## config.mk

```make
export PLATFORM = sky130hd
export DESIGN_NAME = mjsa_ctrl
export DESIGN_NICKNAME = d
export VERILOG_FILES = /design/src/design/mjsa_pkg.sv /design/src/design/mjsa_ctrl.sv
export SDC_FILE = /design/constraint.sdc
export NUM_CORES = 1
export LEC_CHECK = 0
export BUFFER_PORTS_ARGS = -buffer_cell sky130_fd_sc_hd__buf_2
export CAP_MARGIN = 15
export CORE_AREA = 8 8 45 47
export CTS_CLUSTER_DIAMETER = 120
export DETAILED_ROUTE_END_ITERATION = 7
export DIE_AREA = 0 0 53 55
export PLACE_DENSITY = 0.55
export SETUP_SLACK_MARGIN = 0.3
export SLEW_MARGIN = 20
export SYNTH_ARGS = -nofsm -noshare
export SYNTH_HDL_FRONTEND = slang
export SYNTH_SLANG_ARGS = --single-unit
```

## constraint.sdc

```tcl
create_clock -name clk -period 4.1 [get_ports clk]
set_clock_uncertainty 0.1 [all_clocks]
set_input_delay 0.82 -clock clk [delete_from_list [all_inputs] [get_ports clk]]
set_output_delay 0.82 -clock clk [all_outputs]
set_load 0.01 [all_outputs]
```

## src/design/mjsa_pkg.sv

```systemverilog
package mjsa_pkg;

	// Request opcodes
	localparam logic [1:0] OP_HDR  = 2'd0;
	localparam logic [1:0] OP_ELEM = 2'd1;
	localparam logic [1:0] OP_NODE = 2'd2;

	// Fixed field widths
	localparam int POS_W = 17;
	localparam int WGT_W = 32;
	localparam int ELM_W = 16;
	localparam int ACC_W = 48;
	localparam int JC_W  = 9;
	localparam int IDX_W = 8;
	localparam int RC_W  = 2;

	// Commands from controller to datapath
	typedef struct packed {
		logic            hdr_wr;
		logic            elem_wr;
		logic            node_start;
		logic            look;
		logic            issue;
		logic [RC_W-1:0] row;
		logic [RC_W-1:0] col;
		logic            last;
	} mjsa_cmd_t;

	// Status from datapath to controller
	typedef struct packed {
		logic s1_busy;
		logic s2_busy;
		logic adv;
	} mjsa_stat_t;

endpackage

```

## src/design/mjsa_ctrl.sv

```systemverilog
module mjsa_ctrl #(
	parameter int DIM = 2
) (
	input  logic                 clk,
	input  logic                 arst_n,
	input  logic                 in_valid,
	input  logic [1:0]           op,
	output logic                 in_stall,
	input  mjsa_pkg::mjsa_stat_t stat,
	output mjsa_pkg::mjsa_cmd_t  cmd
);

	localparam logic [1:0] S_IDLE = 2'd0;
	localparam logic [1:0] S_LOOK = 2'd1;
	localparam logic [1:0] S_RUN  = 2'd2;

	localparam logic [mjsa_pkg::RC_W-1:0] LAST_RC = mjsa_pkg::RC_W'(DIM - 1);

	logic [1:0]                  state_q;
	logic [mjsa_pkg::RC_W-1:0]   row_q;
	logic [mjsa_pkg::RC_W-1:0]   col_q;
	logic                        accept;
	logic                        last_elem;

	// Take a request only with the element pipeline drained
	assign in_stall  = (state_q != S_IDLE) || stat.s1_busy || stat.s2_busy;
	assign accept    = in_valid && !in_stall;
	assign last_elem = (row_q == LAST_RC) && (col_q == LAST_RC);

	always_comb begin
		cmd            = '0;
		cmd.row        = row_q;
		cmd.col        = col_q;
		cmd.last       = last_elem;
		cmd.hdr_wr     = accept && (op == mjsa_pkg::OP_HDR);
		cmd.elem_wr    = accept && (op == mjsa_pkg::OP_ELEM);
		cmd.node_start = accept && (op == mjsa_pkg::OP_NODE);
		cmd.look       = (state_q == S_LOOK);
		cmd.issue      = (state_q == S_RUN) && stat.adv;
	end

	always_ff @(posedge clk or negedge arst_n) begin
		if (!arst_n) begin
			state_q <= S_IDLE;
			row_q   <= '0;
			col_q   <= '0;
		end else begin
			case (state_q)
				S_IDLE: begin
					if (cmd.node_start) begin
						state_q <= S_LOOK;
					end
				end
				S_LOOK: begin
					row_q   <= '0;
					col_q   <= '0;
					state_q <= S_RUN;
				end
				S_RUN: begin
					if (stat.adv) begin
						if (last_elem) begin
							state_q <= S_IDLE;
						end else if (col_q == LAST_RC) begin
							col_q <= '0;
							row_q <= row_q + 1'b1;
						end else begin
							col_q <= col_q + 1'b1;
						end
					end
				end
				default: begin
					state_q <= S_IDLE;
				end
			endcase
		end
	end

endmodule

```

==> summary.txt, run 1 <==
Floorplan
  – Core area: 0.00138 mm²
  – IO Count: 19
  – Rows: 14
  – Die area: ~0.0029 mm²
  – Initial Utilization: 25.4%
  – Die span in y: 55 µm
  – Die W: 53 µm

Timing
  – Crit path time final: 2.66 ns
  – Slew Limit Fails: 0
  – Final Cycle Share: 64.8%
  – Final WS setup: roughly 1.4 ns
  – Measured slew at the worst slew-check pin: 0.315 ns
  – Final Setup Violations: 0
  – Unrepaired setup endpoints after global routing: false
  – F_max: 0.376 GHz
  – Final hold violations: 0
  – Setup TNS: 0 ns
  – Rel. slew slack: 78.8%

Global routing
  – First-pass GRT wire length: 1.36 mm
  – Total track usage: 6.43%
  – Overflow after GRT: 0
  – Vias in the first global route: 315
  – Initial antenna violation count: 0
  – Pin count of the biggest net entering global routing: 7

Clock network
  – Post-CTS setup buffer count: 0
  – Clock buffer count from CTS: 3
  – Hold Buf Count CTS: 0
  – Cts repair resizes: 0
  – CTS max path bufs: 2
  – CTS H-Tree Depth: 1
  – CTS tree: built
  – CTS clk-pin slew, worst paths: ~0.050 ns
  – Clk_lat worst skew: about 0.24 ns
  – Clock Sinks: 6
  – Clock tree root driver cell: clkbuf_4

Drt
  – DRT iter0 DRCs: 8
  – Vias post-DR: 312
  – DRC viols: 0
  – Wire per inst: 11.3 µm
  – WL final: 804 µm
  – Via density: 4.39
  – Initial DRT Pass Iterations: 4
  – Routed Antenna Nets: 0

Layout
  – Nets: 66
  – Fin area: 477 µm²
  – Most common cell after layout, fill and taps aside: buf_2
  – Area Growth Syn to Fin: 35.6%
  – Fraction of layout cells with a size suffix above 1: 45.5%
  – Most frequent cells in the layout: buf_2 (18), dfrtp_1 (6), nand2_1 (5), inv_1 (4)
  – Diode count: 0
  – Final cell count without fillers: 71

Place
  – IO Port Bufs: 18
  – DP Area: 454 µm²
  – Detail Placement HPWL: between 600 and 700 µm
  – GP Congestion: 0.676
  – Post-placement cell count: 68
  – Place WS: 1.41 ns

Yosys
  – Synthesized Nets: 44
  – Synth cell types: 19
  – Synth Area per Inst: 10.0 µm²
  – Synthesized instance count: 35
  – Yosys reg bits: 6
  – Post-Syn Area: 352 µm²
  – YS warnings: 0
  – Seq/Total Area, Yosys: 42.7%

Status
  – Status: completed

Critical path
  – Worst EP required: approximately 3.2 ns
  – Family with the most delay on the worst path: simple AND/OR/NAND/NOR gates
  – Worst-path fanout max: 4
  – Arrival @ worst endpoint: 1.74 ns
  – CP Launch Type: primary input
  – Slowest library cell on the worst path: nor4_1
  – Critical path endpoint category: output port
  – Max incr delay on CP: roughly 0.29 ns
  – Critical path buffer and inverter count: 2
  – Crit-path most repeated cell: buf_2
  – Crit path cell chain: buf_2 -> nor4_1 -> nand2_1 -> nor3b_1 -> buf_2
  – Setup CP Type: primary input to output port

Pwr
  – Peak supply drop: 0.000220 V
  – Leak Pwr: 0.287 nW
  – Overall Power: between 0.2 and 0.25 mW
  – Power per cell area: 514 mW/mm²

Hold path
  – Hold Path Class: primary input to asynchronous set/reset pin

Run
  – Max-cap violations: 0
metal layers:
metal,vias up,part of all wire (%),track usage [%],wire length (µm)
li1,160,-,-,-
met3,0,15,4.81,120
met2,20,34,7.81,271
met5,-,0,0,0
met1,132,51,8.63,412
met4,0,0,1.29,0
registers in the layout, indices dropped and copies added (netlist names):
name     cells
state_q      2
col_q        2
row_q        2
cells in the mapped netlist:
master,count,share of area [%]
a21o_1,1,2.1
a21oi_1,1,1.4
and3b_1,1,2.5
buf_4,1,2.1
dfrtp_1,6,43
ha_1,1,3.6
inv_1,4,4.3
mux2i_1,2,5.7
nand2_1,5,5.3
nand2b_1,1,1.8
nand3b_4,1,5.7
nor3_1,1,1.4
nor3b_1,3,6.4
nor4_1,1,1.8
o211ai_1,1,2.1
o21ai_0,1,1.4
or2_2,2,3.6
or2b_1,1,2.1
or4b_4,1,3.9
cell families after synthesis:
| kind of cell | Yosys count | share of synthesized area (%) |
|---|---|---|
| mux | 2 | 5.69 |
| simple gates | 17 | 34.5 |
| flops | 6 | 42.7 |
| buf+inv | 5 | 6.41 |
| fa+ha+maj | 1 | 3.56 |
| compound gates | 4 | 7.12 |
power by group:
group          switching, mW  internal, mW
Combinational         0.0456        0.0482
Sequential            0.0194        0.0768
Clock                 0.0220        0.0332
Total                 0.0870         0.158
worst paths after layout:
path                       depth (start not counted)  slack, ns          to  startpoint
setup reg to reg                                   3       2.57    row_q[0]    row_q[0]
hold reg to reg                                    1       0.43    col_q[1]    col_q[0]
hold / removal                                     1       0.29    row_q[1]      arst_n
min in group clk                                   1       0.43    col_q[1]    col_q[0]
setup / recovery                                   5       1.44      cmd[7]     stat[2]
max in group asynchronous                          1       3.45  state_q[0]      arst_n
metrics by stage:
stage / utilization [%] / hold slack [ns]
6_report: 34.4 / 0.292
5_1_grt: 34.4 / 0.291
2_1_floorplan: - / 0.424
3_5_place_dp: 32.8 / 0.412
4_1_cts: 34.4 / 0.291
3_3_place_gp: 32.8 / 0.412
layout make-up:
| type | count | area, µm² |
|---|---|---|
| clock buffers | 3 | 22.5 |
| fillers | 138 | 907 |
| multi-input cells | 24 | 179 |
| repair buffers | 18 | 90.1 |
| flip-flops and latches | 6 | 150 |
| well taps | 16 | 20.0 |
| inverters | 4 | 15.0 |
Power figures use the tool's default switching activity.
==> run 2, diff against run 1 <==
==> constraint.sdc (replaced) <==
create_clock -name clk -period 2.62 [get_ports clk]
set_clock_uncertainty 0.1 [all_clocks]
set_input_delay 0.524 -clock clk [delete_from_list [all_inputs] [get_ports clk]]
set_output_delay 0.524 -clock clk [all_outputs]
set_load 0.01 [all_outputs]
==> summary.txt, run 2 (synthesized netlist as in run 1, its figures left out) <==
Status
  – Status: completed (unchanged)

Floorplan
  – IO Count: 19 (unchanged)
  – Core area: 0.00138 mm² (unchanged)
  – Rows: 14 (unchanged)
  – Die span in y: 55 µm (unchanged)
  – Die area: 0.00292 mm² (unchanged)
  – Initial Utilization: 25.4% (unchanged)
  – Die W: 53 µm (unchanged)

Drt
  – Routed Antenna Nets: 0 (unchanged)
  – Initial DRT Pass Iterations: 4 (unchanged)
  – WL final: 833 µm (was 804 µm)
  – Vias post-DR: 329 (was 312)
  – Via density: 4.57 (was 4.39)
  – DRC viols: 0 (unchanged)
  – DRT iter0 DRCs: 4 (was 8)
  – Wire per inst: 11.6 µm (was 11.3 µm)

Timing
  – Final Setup Violations: 0 (unchanged)
  – Measured slew at the worst slew-check pin: 0.257 ns (was 0.315 ns)
  – Slew Limit Fails: 0 (unchanged)
  – Setup TNS: 0 ns (unchanged)
  – Final hold violations: 0 (unchanged)
  – Final Cycle Share: 81.2%
  – Rel. slew slack: 82.7% (was 78.8%)
  – Crit path time final: 2.13 ns
  – Unrepaired setup endpoints after global routing: false (unchanged)
  – Hold WS: 0.373 ns (was 0.292 ns)
  – Final WS setup: 0.491 ns (was 1.44 ns)
  – F_max: 0.470 GHz

Critical path
  – Critical path endpoint category: output port (unchanged)
  – Arrival @ worst endpoint: 1.50 ns (was 1.74 ns)
  – Worst-path fanout max: 4 (unchanged)
  – Crit path to: cmd[7] (unchanged)
  – CP Launch Type: register (was primary input)
  – Worst R2R Start: row_q[0] (unchanged)
  – Setup CP Type: register to output port (was primary input to output port)
  – Worst EP required: 2.00 ns (was 3.18 ns)
  – Capture point of the worst reg-to-reg path: row_q[0] (unchanged)
  – R2R cell count: 3 (unchanged)
  – Origin of the worst setup path: state_q[1] (was stat[2])
  – Reg-to-reg slack, setup: 1.09 ns (was 2.57 ns)

Pwr
  – Peak supply drop: 0.000321 V (was 0.000220 V)
  – Int Power: 0.250 mW (was 0.158 mW)
  – Overall Power: 0.390 mW (was 0.245 mW)
  – Clk pwr share: 22.9% (was 22.5%)
  – Combinational Power Share: 38.3% (about the same)
  – Power per cell area: 791 mW/mm² (was 514 mW/mm²)
  – Sw Ratio: 36.0% (was 35.5%)
  – Switching power: 0.140 mW (was 0.0870 mW)
  – Reg power frac: 38.8% (was 39.2%)
  – Leak Pwr: 0.292 nW (was 0.287 nW)

Layout
  – Final core utilization: 35.6% (was 34.4%)
  – Nets: 67 (was 66)
  – Fraction of layout cells with a size suffix above 1: 46.4% (was 45.5%)
  – Area Growth Syn to Fin: 40.2% (was 35.6%)
  – Most frequent cells in the layout: buf_2 (18), dfrtp_1 (6), nand2_1 (5), inv_1 (4) (unchanged)
  – Final cell count without fillers: 72 (was 71)
  – Diode count: 0 (unchanged)
  – Top flop regs: col_q (2), row_q (2), state_q (2) (unchanged)
  – Fin area: 493 µm² (was 477 µm²)
  – Most common cell after layout, fill and taps aside: buf_2 (unchanged)

Clock network
  – Post-CTS setup buffer count: 0 (unchanged)
  – Clk_lat worst skew: 0.25 ns (was 0.24 ns)
  – Clock tree root driver cell: clkbuf_4 (unchanged)
  – Clock buffer count from CTS: 3 (unchanged)
  – CTS H-Tree Depth: 1 (unchanged)
  – CTS tree: built (unchanged)
  – CTS max path bufs: 2 (unchanged)
  – CTS clk-pin slew, worst paths: 0.04 ns (was 0.05 ns)
  – Clock Sinks: 6 (unchanged)

Global routing
  – Initial antenna violation count: 0 (unchanged)
  – Vias in the first global route: 310 (was 315)
  – First-pass GRT wire length: 1.32 mm (was 1.36 mm)
  – Pin count of the biggest net entering global routing: 7 (unchanged)
  – Overflow after GRT: 0 (unchanged)
  – Total track usage: 6.53% (was 6.43%)

Hold path
  – Hold Path Class: primary input to register (was primary input to asynchronous set/reset pin)

Place
  – Place WS: 0.528 ns (was 1.41 ns)
  – IO Port Bufs: 18 (unchanged)
  – Detail Placement HPWL: 657 µm (was 670 µm)
  – DP Area: 454 µm² (unchanged)
  – GP Congestion: 0.697 (was 0.676)
  – Post-placement cell count: 68 (unchanged)

Run
  – Max-cap violations: 0 (unchanged)
run 2: cell count changes in the layout (fill, tap and decap cells not counted), sizes merged:
| cell | change |
|---|---|
| dlygate4sd3 | +1 |
run 2: area by class of cell:
| cell class | count | area, µm² |
|---|---|---|
| Fill cell | 143 | 891 |
| Multi-Input combinational cell | 24 | 185 |
| Sequential cell | 6 | 150 |
| Timing Repair Buffer | 19 | 100 |
| Clock buffer | 3 | 22.5 |
| Tap cell | 16 | 20.0 |
| Inverter | 4 | 15.0 |
run 2: power by group through the flow:
| stage | combinational [mW] | sequential (mW) | clock [mW] |
|---|---|---|---|
| final | 0.149 | 0.151 | 0.0892 |
| after global routing | 0.167 | 0.156 | 0.100 |
| after CTS | 0.152 | 0.150 | 0.0939 |
| after detailed placement | 0.149 | 0.151 | 0 |
| after global placement | 0.147 | 0.150 | 0 |
| after floorplan | 0.0918 | 0.156 | 0 |
run 2: layer usage:
layer  vias up  global-route usage (%)  wire [µm]
met5         -                       0          0
met4         0                    3.88         15
met3         2                    5.35        126
met2        20                    7.81        264
met1       142                    7.68        427
li1        165                       -          -
run 2: timing repair:
item / in CTS / in global routing
endpoints found under the hold margin: 6 / 0
hold buffers: 1 / 0
endpoints found under the setup margin: 0 / 2
gates resized for setup: 0 / 1
run 2: worst min path at each step:
stage	startpoint	to	slack [ns]	depth (start not counted)
detailed placement	arst_n	row_q[1]	0.26	1
global route	op[0]	state_q[0]	0.38	2
CTS	op[0]	state_q[0]	0.36	2
floorplan	arst_n	col_q[0]	0.13	0
finish	op[0]	state_q[0]	0.37	2
global placement	arst_n	row_q[1]	0.26	1
run 2: critical path: stages (launching register included):
cell and delay (ns):
dfrtp_1 0.43, nor4_2 0.31, nand2_1 0.15, nor3b_1 0.21, buf_2 0.16
==> run 3, diff against run 2 <==
--- a/config.mk
+++ b/config.mk
@@ -11,7 +11,7 @@
 export CTS_CLUSTER_DIAMETER = 120
 export DETAILED_ROUTE_END_ITERATION = 7
 export DIE_AREA = 0 0 53 55
-export PLACE_DENSITY = 0.55
+export PLACE_DENSITY = 0.57
 export SETUP_SLACK_MARGIN = 0.3
 export SLEW_MARGIN = 20
 export SYNTH_ARGS = -nofsm -noshare
==> constraint.sdc (replaced) <==
create_clock -name clk -period 1.8 [get_ports clk]
set_clock_uncertainty 0.1 [all_clocks]
set_input_delay 0.36 -clock clk [delete_from_list [all_inputs] [get_ports clk]]
set_output_delay 0.36 -clock clk [all_outputs]
set_load 0.01 [all_outputs]
==> summary.txt, run 3 (synthesized netlist as in run 1, its figures left out) <==
Place
  – GP Congestion: 0.686 (was 0.697)
  – IO Port Bufs: 18 (unchanged)
  – Detail Placement HPWL: 700 µm (was 657 µm)
  – DP Area: 478 µm² (was 454 µm²)

Pwr
  – Peak supply drop: 0.000388 V (was 0.000321 V)
  – Switching power: 0.213 mW (was 0.140 mW)
  – Sw Ratio: 34.0% (was 36.0%)
  – Leak Pwr: 0.328 nW (was 0.292 nW)
  – Power per cell area: 1080 mW/mm² (was 791 mW/mm²)
  – Combinational Power Share: 46.2% (was 38.3%)
  – Clk pwr share: 18.6% (was 22.9%)
  – Int Power: 0.413 mW (was 0.250 mW)
  – Reg power frac: 35.3% (was 38.8%)

Timing
  – Rel. slew slack: 84.0% (was 82.7%)
  – Hold WS: 0.247 ns (was 0.373 ns)
  – Final hold violations: 0 (unchanged)
  – Unrepaired setup endpoints after global routing: true (was false)
  – F_max: 0.532 GHz
  – Measured slew at the worst slew-check pin: 0.238 ns (was 0.257 ns)
  – Setup TNS: -0.228 ns (was 0 ns)
  – Final Cycle Share: 104%
  – Final Setup Violations: 3 (was 0)
  – Crit path time final: 1.88 ns
  – Slew Limit Fails: 0 (unchanged)
  – Final WS setup: -0.0780 ns (was 0.491 ns)

Floorplan
  – Initial Utilization: 25.4% (unchanged)
  – Die area: 0.00292 mm² (unchanged)
  – Core area: 0.00138 mm² (unchanged)
  – Die span in y: 55 µm (unchanged)
  – IO Count: 19 (unchanged)
  – Rows: 14 (unchanged)
  – Die W: 53 µm (unchanged)

Layout
  – Nets: 73 (was 67)
  – Most frequent cells in the layout: buf_2 (16), dfrtp_1 (6), buf_4 (6), nand2_1 (4), clkbuf_4 (3) (was buf_2 (18), dfrtp_1 (6), nand2_1 (5), inv_1 (4))
  – Top flop regs: col_q (2), row_q (2), state_q (2) (unchanged)
  – Area Growth Syn to Fin: 64.8% (was 40.2%)
  – Diode count: 0 (unchanged)
  – Fraction of layout cells with a size suffix above 1: 62.9% (was 46.4%)
  – Fillers: 141 (was 143)
  – Most common cell after layout, fill and taps aside: buf_2 (unchanged)
  – Fin area: 579 µm² (was 493 µm²)

Global routing
  – Pin count of the biggest net entering global routing: 7 (unchanged)
  – Initial antenna violation count: 0 (unchanged)
  – Vias in the first global route: 352 (was 310)
  – First-pass GRT wire length: 1.46 mm (was 1.32 mm)
  – Overflow after GRT: 0 (unchanged)
  – Total track usage: 7.14% (was 6.53%)

Critical path
  – Crit path cell chain: nor4_4 -> nand2_2 -> nor3b_2 -> buf_2 (was nor4_2 -> nand2_1 -> nor3b_1 -> buf_2)
  – CP Launch Type: register (unchanged)
  – Setup CP Type: register to output port (unchanged)
  – Max incr delay on CP: 0.42 ns (was 0.43 ns)
  – Worst-path fanout max: 4 (unchanged)
  – Worst EP required: 1.34 ns (was 2.00 ns)
  – Critical path endpoint category: output port (unchanged)
  – Arrival @ worst endpoint: 1.42 ns (was 1.50 ns)
  – Slowest library cell on the worst path: dfrtp_1 (unchanged)

Status
  – Failing checks: negative setup slack
  – Status: finished with violations (was completed)

Drt
  – DRC viols: 0 (unchanged)
  – Routed Antenna Nets: 0 (unchanged)
  – Via density: 4.36 (was 4.57)
  – Vias post-DR: 340 (was 329)
  – DRT iter0 DRCs: 2 (was 4)
  – Wire per inst: 11.3 µm (was 11.6 µm)
  – WL final: 879 µm (was 833 µm)
  – Initial DRT Pass Iterations: 2 (was 4)

Clock network
  – CTS H-Tree Depth: 1 (unchanged)
  – Clock tree root driver cell: clkbuf_4 (unchanged)
  – Clock buffer count from CTS: 3 (unchanged)
  – Clock Sinks: 6 (unchanged)
  – CTS tree: built (unchanged)
  – CTS clk-pin slew, worst paths: 0.04 ns (about the same)
  – Clk_lat worst skew: 0.24 ns (was 0.25 ns)
  – CTS max path bufs: 2 (unchanged)

Run
  – Max-cap violations: 0 (unchanged)

Hold path
  – Hold Path Class: primary input to register (unchanged)
-- run 3: cell types whose count changed in the layout (fill, tap and decap cells not counted), moves of 2 or more --
| cell | change |
|---|---|
| buf_2 | -2 |
| buf_4 | +6 |
| buf_6 | +2 |
| inv_1 | -2 |
| inv_2 | +2 |
| nor3b_1 | -2 |
| nor3b_2 | +2 |
-- run 3: final timing paths --
check / startpoint / to / slack [ns] / depth (start not counted)
hold reg to reg: col_q[0] / col_q[1] / 0.43 / 1
max in group asynchronous: arst_n / col_q[0] / 1.08 / 2
hold / removal: op[0] / state_q[0] / 0.25 / 2
min in group asynchronous: arst_n / row_q[1] / 0.38 / 2
setup reg to reg: state_q[0] / row_q[1] / 0.20 / 4
setup / recovery: state_q[0] / cmd[7] / -0.08 / 4
-- run 3: final cells by class --
| type | instances | area, µm² | share of cell area (%) |
|---|---|---|---|
| Multi-Input combinational cell | 24 | 214 | 36.9 |
| Tap cell | 16 | 20.0 | 3.46 |
| Sequential cell | 6 | 150 | 25.9 |
| Inverter | 4 | 15.0 | 2.59 |
| Clock buffer | 3 | 22.5 | 3.89 |
| Timing Repair Buffer | 25 | 158 | 27.2 |
-- run 3: power by group through the flow --
stage,logic (mW),clock network (mW),registers (mW)
after floorplan,0.137,0,0.230
after global placement,0.221,0,0.222
after detailed placement,0.224,0,0.222
after CTS,0.282,0.124,0.219
after global routing,0.324,0.134,0.228
final,0.289,0.116,0.221
-- run 3: repair_timing --
item	in CTS	in global routing
setup endpoints to repair	9	9
buffers inserted	4	2
hold buffers	1	0
gates resized for setup	4	2
hold endpoints to repair	6	0
pin swaps	3	2
-- run 3: worst max-delay path, delay by kind of cell (launching register included) --
| kind | cells | cell delay, ns |
|---|---|---|
| flops | 1 | 0.42 |
| buf+inv | 1 | 0.15 |
| simple gates | 3 | 0.61 |
-- run 3: per-stage QoR --
stage	instances	util (%)	power (mW)	setup slack [ns]
2_1_floorplan	35	-	0.367	0.252
3_5_place_dp	68	34.5	0.446	0.0866
5_1_grt	78	41.9	0.686	-0.186
4_1_cts	76	40.3	0.625	-0.0735
6_report	78	41.9	0.625	-0.0780
3_3_place_gp	68	34.5	0.443	0.114
-- run 3: per-layer routing --
metal	up-vias	routed length (µm)	global-route usage, %
li1	173	-	-
met3	0	111	4.28
met4	0	0	6.47
met5	-	0	0
met2	18	360	9.77
met1	149	407	7.54
